<file path="config.mk">
export PLATFORM = sky130hd
export DESIGN_NAME = btc_split
export DESIGN_NICKNAME = d
export VERILOG_FILES = /design/src/sv/btc_pkg.sv /design/src/sv/btc_split.sv
export SDC_FILE = /design/constraint.sdc
export NUM_CORES = 2
export LEC_CHECK = 0
export BUFFER_PORTS_ARGS = -buffer_cell sky130_fd_sc_hd__buf_4
export CAP_MARGIN = 20
export CELL_PAD_IN_SITES_DETAIL_PLACEMENT = 2
export CELL_PAD_IN_SITES_GLOBAL_PLACEMENT = 2
export CORE_MARGIN = 1.5
export CORE_UTILIZATION = 45
export DETAILED_ROUTE_END_ITERATION = 8
export PLACE_DENSITY_LB_ADDON = 0.1
export RECOVER_POWER = 50
export SYNTH_ARGS = -nofsm -noshare
export SYNTH_HDL_FRONTEND = slang
export SYNTH_SLANG_ARGS = --single-unit
</file>
<file path="constraint.sdc">
create_clock -name clock -period 9.2 [get_ports clock]
set_input_delay 1.84 -clock clock [delete_from_list [all_inputs] [get_ports clock]]
set_output_delay 1.84 -clock clock [all_outputs]
set_load 0.03 [all_outputs]
</file>
<file path="src/sv/btc_pkg.sv">
// ----------------------------------------------------------------------------
// btc_pkg
// Types and constants shared by the base-thousand time counter modules.
// ----------------------------------------------------------------------------
package btc_pkg;

   typedef enum logic [1:0] {
      FUNC_TICK = 2'd0,
      FUNC_ADD  = 2'd1,
      FUNC_LOAD = 2'd2
   } func_type;

   typedef enum logic [1:0] {
      UNIT_NS = 2'd0,
      UNIT_US = 2'd1,
      UNIT_MS = 2'd2,
      UNIT_S  = 2'd3
   } unit_type;

   typedef enum logic [1:0] {
      CSR_TICK_LENGTH = 2'd0,
      CSR_READ_UNIT   = 2'd1
   } csr_addr_type;

   localparam int unsigned DIGIT_W    = 10;
   localparam int unsigned DIGIT_BASE = 1000;
   localparam logic [DIGIT_W-1:0] DIGIT_MAX = 10'd999;
   localparam logic [31:0] TICK_RESET = 32'd100;

   // floor(x / 10^(3k)) = (x * RECIP) >> SHIFT, exact for any 32-bit x
   localparam logic [32:0] RECIP_1E3 = 33'd274877907;
   localparam int unsigned SHIFT_1E3 = 38;
   localparam logic [32:0] RECIP_1E6 = 33'd4503599628;
   localparam int unsigned SHIFT_1E6 = 52;
   localparam logic [32:0] RECIP_1E9 = 33'd4611686019;
   localparam int unsigned SHIFT_1E9 = 62;

   localparam int unsigned QUO1_W = 23;
   localparam int unsigned QUO2_W = 13;
   localparam int unsigned QUO3_W = 3;

   localparam int unsigned SCALE_W = 30;
   localparam logic [SCALE_W-1:0] SCALE_NS = 30'd1000000000;
   localparam logic [SCALE_W-1:0] SCALE_US = 30'd1000000;
   localparam logic [SCALE_W-1:0] SCALE_MS = 30'd1000;
   localparam logic [SCALE_W-1:0] SCALE_S  = 30'd1;

   typedef struct packed {
      func_type           func;
      unit_type           pos;
      logic [DIGIT_W-1:0] ld_ns;
      logic [DIGIT_W-1:0] ld_us;
      logic [DIGIT_W-1:0] ld_ms;
      logic [31:0]        ld_sec;
   } op_type;

   typedef struct packed {
      logic s1;
      logic s2;
   } split_en_type;

   typedef struct packed {
      logic s4;
      logic s5;
   } total_en_type;

endpackage

</file>
<file path="src/sv/btc_split.sv">
// ----------------------------------------------------------------------------
// btc_split
// Splits a 32-bit addend into base-1000 digits and lines them up with the
// counter digits for the chosen unit. Two register stages.
// ----------------------------------------------------------------------------
module btc_split (
   input  logic                            clock,
   input  btc_pkg::split_en_type           en,
   input  logic [31:0]                     addend,
   input  btc_pkg::unit_type               pos,
   output logic [btc_pkg::DIGIT_W-1:0]     add_ns,
   output logic [btc_pkg::DIGIT_W-1:0]     add_us,
   output logic [btc_pkg::DIGIT_W-1:0]     add_ms,
   output logic [31:0]                     add_sec
);

   logic [60:0] prod1;
   logic [64:0] prod2;
   logic [64:0] prod3;

   logic [31:0]                 val_ff;
   btc_pkg::unit_type           pos_ff;
   logic [btc_pkg::QUO1_W-1:0]  q1_ff;
   logic [btc_pkg::QUO2_W-1:0]  q2_ff;
   logic [btc_pkg::QUO3_W-1:0]  q3_ff;

   logic [31:0]                 q1x;
   logic [btc_pkg::QUO1_W-1:0]  q2x;
   logic [btc_pkg::QUO2_W-1:0]  q3x;
   logic [btc_pkg::DIGIT_W-1:0] dig0;
   logic [btc_pkg::DIGIT_W-1:0] dig1;
   logic [btc_pkg::DIGIT_W-1:0] dig2;

   logic [btc_pkg::DIGIT_W-1:0] add_ns_in, add_us_in, add_ms_in;
   logic [31:0]                 add_sec_in;
   logic [btc_pkg::DIGIT_W-1:0] add_ns_ff, add_us_ff, add_ms_ff;
   logic [31:0]                 add_sec_ff;

   assign prod1 = 61'(addend) * 61'(btc_pkg::RECIP_1E3);
   assign prod2 = 65'(addend) * 65'(btc_pkg::RECIP_1E6);
   assign prod3 = 65'(addend) * 65'(btc_pkg::RECIP_1E9);

   always_ff @(posedge clock) begin
      if (en.s1) begin
         val_ff <= addend;
         pos_ff <= pos;
         q1_ff  <= prod1[60:btc_pkg::SHIFT_1E3];
         q2_ff  <= prod2[64:btc_pkg::SHIFT_1E6];
         q3_ff  <= prod3[64:btc_pkg::SHIFT_1E9];
      end
   end

   assign q1x  = 32'(q1_ff) * 32'(btc_pkg::DIGIT_BASE);
   assign q2x  = btc_pkg::QUO1_W'(q2_ff) * btc_pkg::QUO1_W'(btc_pkg::DIGIT_BASE);
   assign q3x  = btc_pkg::QUO2_W'(q3_ff) * btc_pkg::QUO2_W'(btc_pkg::DIGIT_BASE);
   assign dig0 = btc_pkg::DIGIT_W'(val_ff - q1x);
   assign dig1 = btc_pkg::DIGIT_W'(q1_ff - q2x);
   assign dig2 = btc_pkg::DIGIT_W'(q2_ff - q3x);

   // align digits to the unit: higher part goes to seconds
   always_comb begin
      add_ns_in  = '0;
      add_us_in  = '0;
      add_ms_in  = '0;
      add_sec_in = val_ff;
      case (pos_ff)
         btc_pkg::UNIT_NS: begin
            add_ns_in  = dig0;
            add_us_in  = dig1;
            add_ms_in  = dig2;
            add_sec_in = 32'(q3_ff);
         end
         btc_pkg::UNIT_US: begin
            add_us_in  = dig0;
            add_ms_in  = dig1;
            add_sec_in = 32'(q2_ff);
         end
         btc_pkg::UNIT_MS: begin
            add_ms_in  = dig0;
            add_sec_in = 32'(q1_ff);
         end
         default: begin
            add_sec_in = val_ff;
         end
      endcase
   end

   always_ff @(posedge clock) begin
      if (en.s2) begin
         add_ns_ff  <= add_ns_in;
         add_us_ff  <= add_us_in;
         add_ms_ff  <= add_ms_in;
         add_sec_ff <= add_sec_in;
      end
   end

   assign add_ns  = add_ns_ff;
   assign add_us  = add_us_ff;
   assign add_ms  = add_ms_ff;
   assign add_sec = add_sec_ff;

endmodule

</file>
==> impl_metrics.tcl <==
set metrics [dict create \
    status "finished, violations left" \
    violations "capacitance limit, slew limit" \
    drt_wl_total_um 208000 \
    clock-sinks 135 \
    grt_pass1_wl_um 302000 \
    cts_tree "yes" \
    gp_congestion 0.984 \
    clkLatencyLatePin_ns 0.46 \
    fp.dieArea_mm2 0.111 \
    maxCapViolCount 4 \
    grt_max_degree 74 \
    syn_to_final_growth_pct 11.3 \
    row_count 121 \
    cts_buffer_depth 2 \
    cp.arrival_ns 9.19 \
    required_ns 9.37 \
    cts_inserted_buffers 17 \
    nFillCells 11300 \
    holdWs_ns 0.567 \
    ys.flop_type "edfxtp_1" \
    finalCritPeriodShare 0.981 \
    die_w_um 334 \
    post-route-util 0.504 \
    slowest_delay_ns 0.87 \
    hold_viol_final 0 \
    netlist_area_mm2 0.0492 \
    cp_common_cell "fa_1" \
    dp_hpwl_um 187000 \
    met2_usage 0.647 \
    grt.met3_usage 0.0512 \
    post_cts_buffers 0 \
    synth_warnings 0 \
    synth.distinct_cells 68 \
    path_clk_slew_ns 0.07 \
    start_util 0.453 \
    cts_max_level 4 \
    finalSetupViolCount 0 \
    slew_violations 209 \
    drtPass1Iterations 5 \
    grtUsageMet1 0.494 \
    drive_gt1_frac 0.0945 \
    wl_per_cell_um 31.7 \
    num_vias 36500 \
    fin_skew_ns 0.0185 \
    postSynth.asyncResetShare 0 \
    die_height_um 334 \
    rsz0062_at_grt "no" \
    core_mm2 0.109 \
    fin_crit_ns 9.02 \
    yosys.area.top_type_share 0.415 \
    relSlewSlack -1.89 \
    max_slew.worst_pin.slew_ns 4.33 \
    yosysTopAreaCell "fa_1" \
    top_usage_layer "met2" \
    endpoint_kind "flip-flop" \
    cp_slowest_cell "clkbuf_1" \
    crit_type "input port to flip-flop" \
    antenna_left 0 \
    ys_seq_area_frac 0.0825 \
    crit_chain "buf_4 > buf_4 > clkbuf_1 > ha_1 > fa_1 > fa_1 > inv_1 > fa_1 > fa_1 > inv_1 > fa_1 > ha_1 > ha_1 > buf_4 > a21oi_1 > nor2_1 > o21ai_0 > nand2b_1 > a21oi_1 > o21ai_0 > buf_4 > o2111ai_1 > nand2_1 > o311ai_0" \
    yosys-top-cells-area "fa_1 41%, ha_1 27%, inv_1 12%, edfxtp_1 8.2%, a21o_1 1.4%" \
    synth_seq_cells 135 \
    first_iter_violations 2535 \
    portBuffers 98 \
    path_max_fanout 8 \
    grt_remaining_overflow 0 \
    max_freq_mhz 111 \
    vias_per_cell 5.58 \
    cp-start-kind "input port" \
    min_path_type "flip-flop to flip-flop" \
    grt_pass1_vias 43700 \
    synthesis.nets 6780 \
    drc_errors 0 \
    synth_cells 4673 \
    synth_edf_count 135 \
    ioPinCount 99 \
    final_nets 7224 \
    antenna_found_initial 8 \
    avgSynthCellArea_um2 10.5 \
    cts_root_buf "clkbuf_16" \
    grt_usage 0.384 \
]
==> worst max-delay path: cells and delay by family <==
kind            cells  cell delay [ns]
fa+ha+maj           8             3.49
buf+inv             7             1.67
simple gates        3             0.28
compound gates      6             1.87
==> layer usage <==
metal	share of wire	routed length, um
met3	0.057	11800
met4	0.055	11400
met5	0.000063	13
met1	0.41	84800
met2	0.48	99600
==> through the flow <==
step | cells | setup WS (ns) | area (um2) | setup TNS, ns
finish | 6546 | 0.177 | 54700 | 0
global route | 6545 | 0.0474 | 54700 | 0
CTS | 6543 | 0.0317 | 54800 | 0
detailed placement | 6511 | -0.426 | 54200 | -1.58
global placement | 6511 | -0.191 | 54200 | -0.347
floorplan | 4673 | 0.696 | 49200 | 0
==> logic make-up (layout without fill, tap and decap cells) <==
group	after synthesis	count (layout)	share of synthesized area
multiplexers	32	32	0.00677
other	0	2	0
buffers and inverters	1561	2018	0.119
AND/OR/NAND/NOR	346	346	0.0347
adder cells (fa/ha/maj)	2070	2070	0.682
flip-flops	135	135	0.0825
XOR/XNOR	68	68	0.0121
AO/OA/AOI/OAI	461	461	0.0625
==> state kept, by name, summed over array words and instances (netlist names) <==
name,count
q2_ff,13
q3_ff,3
pos_ff,2
add_ns,10
add_ms,10
add_us,10
val_ff,32
q1_ff,23
add_sec,32
==> synthesized netlist by cell type, types with 3 or more instances <==
library cell and number:
inv_1 1534, ha_1 1052, fa_1 1018, a21oi_1 136, edfxtp_1 135, a21o_1 91, nand2_1 81, nor2_1 79
o21ai_0 70, xnor2_1 47, nand3_1 40, nor3_1 28, nor2b_1 24, a211oi_1 23, nand4_1 23, clkbuf_1 22
mux2i_1 22, xor2_1 21, and3_1 19, o21bai_1 18, o211ai_1 17, a31oi_1 13, nand2b_1 11, a22o_1 10
and2_1 10, mux2_2 10, nor4_1 9, a211o_1 7, a221oi_1 7, o21a_1 7, o31ai_1 7, o22ai_1 5
a2111oi_0 4, a41oi_1 4, buf_1 4, nand3b_1 4, o221ai_1 4, o311ai_0 4, or2_2 4, or3_1 4
a311oi_1 3, and4_1 3, o2111ai_1 3, o41ai_1 3
==> path summary, 6_finish.rpt <==
check                       from                    end  slack [ns]  cells past startpoint
max                   addend[21]    q1_ff[16]$_DFFE_PP_        0.18                     24
min          q1_ff[10]$_DFFE_PP_  add_sec[10]$_DFFE_PP_        0.57                      1
max reg2reg   q1_ff[0]$_DFFE_PP_    add_ms[9]$_DFFE_PP_        4.69                     14
min reg2reg  q1_ff[10]$_DFFE_PP_  add_sec[10]$_DFFE_PP_        0.57                      1
==> cell usage in the layout, fill, tap and decap left out, types with 18 or more instances in the layout <==
| cell | netlist | routed |
|---|---|---|
| inv_1 | 1534 | 1534 |
| ha_1 | 1052 | 1052 |
| fa_1 | 1018 | 1018 |
| buf_4 | 0 | 425 |
| a21oi_1 | 136 | 136 |
| edfxtp_1 | 135 | 135 |
| a21o_1 | 91 | 91 |
| nand2_1 | 81 | 81 |
| nor2_1 | 79 | 79 |
| o21ai_0 | 70 | 70 |
| xnor2_1 | 47 | 47 |
| nand3_1 | 40 | 40 |
| nor3_1 | 28 | 28 |
| nor2b_1 | 24 | 24 |
| clkbuf_1 | 22 | 24 |
| a211oi_1 | 23 | 23 |
| nand4_1 | 23 | 23 |
| mux2i_1 | 22 | 22 |
| xor2_1 | 21 | 21 |
| and3_1 | 19 | 19 |
| o21bai_1 | 18 | 18 |
==> repair_timing <==
item	4_1_cts	5_1_grt
hold buffers	0	0
setup endpoints to repair	0	4
resized for setup	0	3
==> area by class of cell <==
cell class | count | area, um2 | area share
diodes | 2 | 5.00 | 0.0000915
clock buffers | 17 | 425 | 0.00777
clock inverters | 15 | 136 | 0.00249
inverters | 1534 | 5760 | 0.105
multi-input cells | 2977 | 39300 | 0.717
flip-flops and latches | 135 | 4050 | 0.0741
well taps | 1414 | 1770 | 0.0323
repair buffers | 452 | 3320 | 0.0606
Power is not shown: default switching activity piles up to over one toggle a cycle in this logic, so the estimate is an artifact.
