## config.mk

```make
export PLATFORM = sky130hd
export DESIGN_NAME = btc_total
export DESIGN_NICKNAME = d
export VERILOG_FILES = /design/src/sv/btc_pkg.sv /design/src/sv/btc_total.sv
export SDC_FILE = /design/constraint.sdc
export NUM_CORES = 2
export LEC_CHECK = 0
export BUFFER_PORTS_ARGS = -buffer_cell sky130_fd_sc_hd__buf_2
export CAP_MARGIN = 20
export CORE_UTILIZATION = 35
export DETAILED_ROUTE_END_ITERATION = 6
export MAX_ROUTING_LAYER = met4
export SYNTH_ARGS = -nofsm -noshare
export SYNTH_HDL_FRONTEND = slang
export SYNTH_SLANG_ARGS = --single-unit
```

## constraint.sdc

```tcl
create_clock -name clock -period 10.3 [get_ports clock]
set_input_delay 1.03 -clock clock [delete_from_list [all_inputs] [get_ports clock]]
set_output_delay 1.03 -clock clock [all_outputs]
set_load 0.02 [all_outputs]
```

## src/sv/btc_pkg.sv

```systemverilog
// ----------------------------------------------------------------------------
// btc_pkg
// Types and constants shared by the base-thousand time counter modules.
// ----------------------------------------------------------------------------
package btc_pkg;

   typedef enum logic [1:0] {
      FUNC_TICK = 2'd0,
      FUNC_ADD  = 2'd1,
      FUNC_LOAD = 2'd2
   } func_type;

   typedef enum logic [1:0] {
      UNIT_NS = 2'd0,
      UNIT_US = 2'd1,
      UNIT_MS = 2'd2,
      UNIT_S  = 2'd3
   } unit_type;

   typedef enum logic [1:0] {
      CSR_TICK_LENGTH = 2'd0,
      CSR_READ_UNIT   = 2'd1
   } csr_addr_type;

   localparam int unsigned DIGIT_W    = 10;
   localparam int unsigned DIGIT_BASE = 1000;
   localparam logic [DIGIT_W-1:0] DIGIT_MAX = 10'd999;
   localparam logic [31:0] TICK_RESET = 32'd100;

   // floor(x / 10^(3k)) = (x * RECIP) >> SHIFT, exact for any 32-bit x
   localparam logic [32:0] RECIP_1E3 = 33'd274877907;
   localparam int unsigned SHIFT_1E3 = 38;
   localparam logic [32:0] RECIP_1E6 = 33'd4503599628;
   localparam int unsigned SHIFT_1E6 = 52;
   localparam logic [32:0] RECIP_1E9 = 33'd4611686019;
   localparam int unsigned SHIFT_1E9 = 62;

   localparam int unsigned QUO1_W = 23;
   localparam int unsigned QUO2_W = 13;
   localparam int unsigned QUO3_W = 3;

   localparam int unsigned SCALE_W = 30;
   localparam logic [SCALE_W-1:0] SCALE_NS = 30'd1000000000;
   localparam logic [SCALE_W-1:0] SCALE_US = 30'd1000000;
   localparam logic [SCALE_W-1:0] SCALE_MS = 30'd1000;
   localparam logic [SCALE_W-1:0] SCALE_S  = 30'd1;

   typedef struct packed {
      func_type           func;
      unit_type           pos;
      logic [DIGIT_W-1:0] ld_ns;
      logic [DIGIT_W-1:0] ld_us;
      logic [DIGIT_W-1:0] ld_ms;
      logic [31:0]        ld_sec;
   } op_type;

   typedef struct packed {
      logic s1;
      logic s2;
   } split_en_type;

   typedef struct packed {
      logic s4;
      logic s5;
   } total_en_type;

endpackage

```

## src/sv/btc_total.sv

```systemverilog
// ----------------------------------------------------------------------------
// btc_total
// Scales the counter to the read unit and holds the result word.
// Two register stages: partial products, then final sum.
// ----------------------------------------------------------------------------
module btc_total #(
   parameter int SECONDS_BITS = 32
) (
   input  logic                            clock,
   input  btc_pkg::total_en_type           en,
   input  btc_pkg::unit_type               read_unit,
   input  logic [SECONDS_BITS-1:0]         seconds,
   input  logic [btc_pkg::DIGIT_W-1:0]     nanos,
   input  logic [btc_pkg::DIGIT_W-1:0]     micros,
   input  logic [btc_pkg::DIGIT_W-1:0]     millis,
   input  logic                            wrapped,
   output logic [btc_pkg::DIGIT_W-1:0]     nanos_part,
   output logic [btc_pkg::DIGIT_W-1:0]     micros_part,
   output logic [btc_pkg::DIGIT_W-1:0]     millis_part,
   output logic [31:0]                     seconds_part,
   output logic [63:0]                     total_in_unit,
   output logic                            seconds_wrapped
);

   logic [63:0]                    sec_wide;
   logic [btc_pkg::SCALE_W-1:0]    scale;
   logic [btc_pkg::SCALE_W-1:0]    low_in;
   logic [63:0]                    prod_lo;
   logic [31:0]                    prod_hi_in;

   logic [61:0]                    prod_lo_ff;
   logic [31:0]                    prod_hi_ff;
   logic [btc_pkg::SCALE_W-1:0]    low_ff;
   logic [btc_pkg::DIGIT_W-1:0]    ns4_ff, us4_ff, ms4_ff;
   logic [31:0]                    sec4_ff;
   logic                           wrap4_ff;

   logic [63:0]                    total_in;
   logic [btc_pkg::DIGIT_W-1:0]    ns5_ff, us5_ff, ms5_ff;
   logic [31:0]                    sec5_ff;
   logic [63:0]                    total5_ff;
   logic                           wrap5_ff;

   assign sec_wide = 64'(seconds);

   always_comb begin
      case (read_unit)
         btc_pkg::UNIT_NS: begin
            scale  = btc_pkg::SCALE_NS;
            low_in = btc_pkg::SCALE_W'(millis) * btc_pkg::SCALE_US
                   + btc_pkg::SCALE_W'(micros) * btc_pkg::SCALE_MS
                   + btc_pkg::SCALE_W'(nanos);
         end
         btc_pkg::UNIT_US: begin
            scale  = btc_pkg::SCALE_US;
            low_in = btc_pkg::SCALE_W'(millis) * btc_pkg::SCALE_MS
                   + btc_pkg::SCALE_W'(micros);
         end
         btc_pkg::UNIT_MS: begin
            scale  = btc_pkg::SCALE_MS;
            low_in = btc_pkg::SCALE_W'(millis);
         end
         default: begin
            scale  = btc_pkg::SCALE_S;
            low_in = '0;
         end
      endcase
   end

   assign prod_lo    = 64'(sec_wide[31:0]) * 64'(scale);
   assign prod_hi_in = sec_wide[63:32] * 32'(scale);

   always_ff @(posedge clock) begin
      if (en.s4) begin
         prod_lo_ff <= prod_lo[61:0];
         prod_hi_ff <= prod_hi_in;
         low_ff     <= low_in;
         ns4_ff     <= nanos;
         us4_ff     <= micros;
         ms4_ff     <= millis;
         sec4_ff    <= sec_wide[31:0];
         wrap4_ff   <= wrapped;
      end
   end

   assign total_in = {prod_hi_ff, 32'd0} + 64'(prod_lo_ff) + 64'(low_ff);

   always_ff @(posedge clock) begin
      if (en.s5) begin
         ns5_ff    <= ns4_ff;
         us5_ff    <= us4_ff;
         ms5_ff    <= ms4_ff;
         sec5_ff   <= sec4_ff;
         total5_ff <= total_in;
         wrap5_ff  <= wrap4_ff;
      end
   end

   assign nanos_part      = ns5_ff;
   assign micros_part     = us5_ff;
   assign millis_part     = ms5_ff;
   assign seconds_part    = sec5_ff;
   assign total_in_unit   = total5_ff;
   assign seconds_wrapped = wrap5_ff;

endmodule

```

==> impl_summary.txt <==
----------------------------------------------------
[Cells and area]
  Post-Layout Cell Count ... 5569
  Highest-count cells in the layout ignoring fill and taps ... sky130_fd_sc_hd__inv_1 (853), sky130_fd_sc_hd__fa_1 (623), sky130_fd_sc_hd__ha_1 (621)
  Most common cell after layout, fill and taps aside ... sky130_fd_sc_hd__inv_1
  Post-layout net count ... 5338
  Area added between synthesis and finish ... 9.961%
  Fraction of layout cells with a size suffix above 1 ... around 7%

[Logic synthesis]
  Fraction of the yosys area taken by sequential cells ... roughly 21%
  Area of the mapped netlist ... 40740 sq um
  Mean area per synthesized cell ... around 11 sq um
  Number of enable-type register cells in the synthesized netlist ... approximately 280
  Number of synthesized register bits ... between 200 and 300
  Number of warnings printed during yosys synthesis ... 0
  Synthesized instance count ... ~3900
  Proportion of synthesized flip-flops having asynchronous set or reset ... 0%
  Number of unique standard cell types used by synthesis ... 77
  Post-synth net total ... roughly 5200
  Most used flip-flop cell after synthesis ... sky130_fd_sc_hd__edfxtp_1

[Die]
  Standard-cell row count ... around 120
  IO Pins ... a little under 200
  Vertical die dimension ... around 340 microns
  Die footprint ... between 100000 and 150000 sq um
  Core ar. ... 114800 sq um
  Starting density of the core ... between 30% and 40%
  X dimension of the die ... 343.2 microns

[Routing]
  Router iterations before antenna repair ... 7
  Total Wirelength ... 105.5 mm
  Antenna viol nets, final ... 0
  Detail-routed via count per cell ... roughly 4.9
  Routed vias ... 27540
  Average wire length per cell after detail routing ... roughly 19 microns
  Initial DRC Count ... approximately 1600
  DR DRC count ... 7

[Timing]
  Final-report setup violation count ... 0
  Max-Slew Margin vs Limit ... around 28%
  Worst clock skew on the final layout ... 0.03384 ns
  Hold Fails Final Rpt ... 0
  Setup Total Neg Slack ... 0 ns
  Slew at the pin closest to its max-slew limit ... ~1.1 ns
  Pins Over Slew Limit ... 0
  Post-route fraction of the period consumed by the critical path ... roughly nine tenths
  Final min period ... ~9.1 ns
  Fmax ... roughly 110 MHz
  Unrepaired setup endpoints after global routing ... false

[Placed design]
  Cell count after placement ... 5495
  Global placement routability congestion ... around 0.94
  DPL Wire Length ... 90.08 mm
  Total of buffers placed on input and output ports ... a little under 200

[Clocking]
  Maximum count of clock buffers along a single path ... 3
  Number of buffers created by CTS ... 38
  CTS tree ... done
  Cell at the root of the clock tree ... sky130_fd_sc_hd__clkbuf_16
  CTS HTree Levels ... 2
  Clock-pin transition on the worst setup and hold timing paths ... 0.06 ns
  Cts hold-fix bufs ... 0
  Post_cts resized ... 0
  Clock latency on the worst-skew pair ... just over 0.6 ns
  Setup bufs post-CTS ... 0
  Clock net sink count ... about 280

[Setup path]
  Library cell contributing the largest single delay on the critical path ... sky130_fd_sc_hd__ha_2
  Crit Path Category ... in2reg
  Crit path DAT ... 9.43 ns
  Critical path's largest stage delay ... a little over 0.7 ns
  Startpoint types ... primary input
  Highest fanout seen on the critical path ... 36
  Critical path capture point type ... flip-flop
  Most common cell on crit path ... sky130_fd_sc_hd__fa_1
  Buffering stage count on the worst path with inverters included ... 5
  Family with the most delay on the worst path ... adder cells
  Required @ worst endpoint ... 10.63 ns

[Hold path]
  Type of the most critical hold path ... reg2reg

[GRT]
  Vias in the first global route ... 28390
  Grt total ovfl ... 0
  Largest net degree at the start of global routing ... 79
  GR Util All Layers ... around a fifth
  Global-route wire length before repair ... ~160 mm
  Number of antenna violations at the first check in global routing ... 6

[Outcome]
  Violations in the final reports ... DRC
  Status ... finished, violations left

[Flow run]
  Count of maximum capacitance violations ... 0

----------------------------------------------------
cell families after synthesis:
family / after synthesis / share of synthesized area (%)
other: 1 / 0.009206
flip-flops: 281 / 20.71
adder cells (fa/ha/maj): 1246 / 49.75
AO/OA/AOI/OAI: 483 / 7.707
AND/OR/NAND/NOR: 706 / 8.732
XOR/XNOR: 202 / 4.362
buffers and inverters: 930 / 8.594
multiplexers: 5 / 0.1290
Yosys cell counts, types with 6 or more instances:
| master | number | area share, % |
|---|---|---|
| sky130_fd_sc_hd__a211oi_1 | 17 | 0.31 |
| sky130_fd_sc_hd__a21boi_0 | 12 | 0.22 |
| sky130_fd_sc_hd__a21o_1 | 66 | 1.2 |
| sky130_fd_sc_hd__a21oi_1 | 155 | 1.9 |
| sky130_fd_sc_hd__a222oi_1 | 9 | 0.22 |
| sky130_fd_sc_hd__a22oi_1 | 6 | 0.11 |
| sky130_fd_sc_hd__a31oi_1 | 25 | 0.38 |
| sky130_fd_sc_hd__and2_1 | 104 | 1.6 |
| sky130_fd_sc_hd__and3_1 | 35 | 0.54 |
| sky130_fd_sc_hd__and4_1 | 6 | 0.13 |
| sky130_fd_sc_hd__clkbuf_1 | 71 | 0.65 |
| sky130_fd_sc_hd__edfxtp_1 | 281 | 21 |
| sky130_fd_sc_hd__fa_1 | 623 | 31 |
| sky130_fd_sc_hd__ha_1 | 623 | 19 |
| sky130_fd_sc_hd__inv_1 | 853 | 7.9 |
| sky130_fd_sc_hd__nand2_1 | 210 | 1.9 |
| sky130_fd_sc_hd__nand2b_1 | 19 | 0.29 |
| sky130_fd_sc_hd__nand3_1 | 52 | 0.64 |
| sky130_fd_sc_hd__nand4_1 | 22 | 0.34 |
| sky130_fd_sc_hd__nor2_1 | 106 | 0.98 |
| sky130_fd_sc_hd__nor2b_1 | 69 | 1.1 |
| sky130_fd_sc_hd__nor3_1 | 40 | 0.49 |
| sky130_fd_sc_hd__nor3b_1 | 8 | 0.15 |
| sky130_fd_sc_hd__nor4_1 | 8 | 0.12 |
| sky130_fd_sc_hd__o211ai_1 | 11 | 0.20 |
| sky130_fd_sc_hd__o21a_1 | 23 | 0.42 |
| sky130_fd_sc_hd__o21ai_0 | 80 | 0.98 |
| sky130_fd_sc_hd__o21ai_1 | 7 | 0.086 |
| sky130_fd_sc_hd__o21bai_1 | 13 | 0.24 |
| sky130_fd_sc_hd__o31ai_1 | 7 | 0.13 |
| sky130_fd_sc_hd__or3_1 | 11 | 0.17 |
| sky130_fd_sc_hd__xnor2_1 | 114 | 2.5 |
| sky130_fd_sc_hd__xor2_1 | 87 | 1.9 |
through the flow:
stage               util, %  setup slack, ns  area, sq um  hold slack, ns
finish                39.01            1.207        44790          0.4012
global route          39.01           0.8048        44790          0.4055
CTS                   38.98            1.339        44750          0.3851
detailed placement    37.81           0.7222        43410          0.4052
global placement      37.81           0.7818        43410          0.4003
floorplan                 -            1.490        40740          0.4003
layer usage:
| metal | track usage, % | vias to the layer above | wire, microns |
|---|---|---|---|
| li1 | - | 12890 | - |
| met1 | 23.37 | 13850 | 44080 |
| met2 | 31.53 | 668 | 52580 |
| met3 | 2.765 | 134 | 5430 |
| met4 | 5.815 | 0 | 3397 |
| met5 | - | - | 0 |
registers in the layout, indices dropped and copies added (netlist names):
name,count
low_ff,30
micros_part,10
millis_part,10
ms4_ff,10
nanos_part,10
ns4_ff,10
prod_lo_ff,62
sec4_ff,32
seconds_part,32
seconds_wrapped,1
total_in_unit,63
us4_ff,10
wrap4_ff,1
worst paths after layout:
path                           start                           to  slack [ns]  cells past startpoint
max                     read_unit[1]     prod_lo_ff[47]$_DFFE_PP_        1.21                     25
min              ms4_ff[6]$_DFFE_PP_     millis_part[6]$_DFFE_PP_        0.40                      0
max reg2reg  prod_lo_ff[0]$_DFFE_PP_  total_in_unit[60]$_DFFE_PP_        6.41                     12
min reg2reg      ms4_ff[6]$_DFFE_PP_     millis_part[6]$_DFFE_PP_        0.40                      0
cell type report:
| class | instances | area (sq um) |
|---|---|---|
| Antenna cell | 5 | 12.51 |
| Clock buffer | 40 | 958.4 |
| Clock inverter | 28 | 385.4 |
| Fill cell | 11250 | 70020 |
| Inverter | 853 | 3202 |
| Multi-Input combinational cell | 2643 | 28800 |
| Sequential cell | 281 | 8438 |
| Tap cell | 1512 | 1892 |
| Timing Repair Buffer | 207 | 1104 |
Power is not shown: default switching activity piles up to over one toggle a cycle in this logic, so the estimate is an artifact.
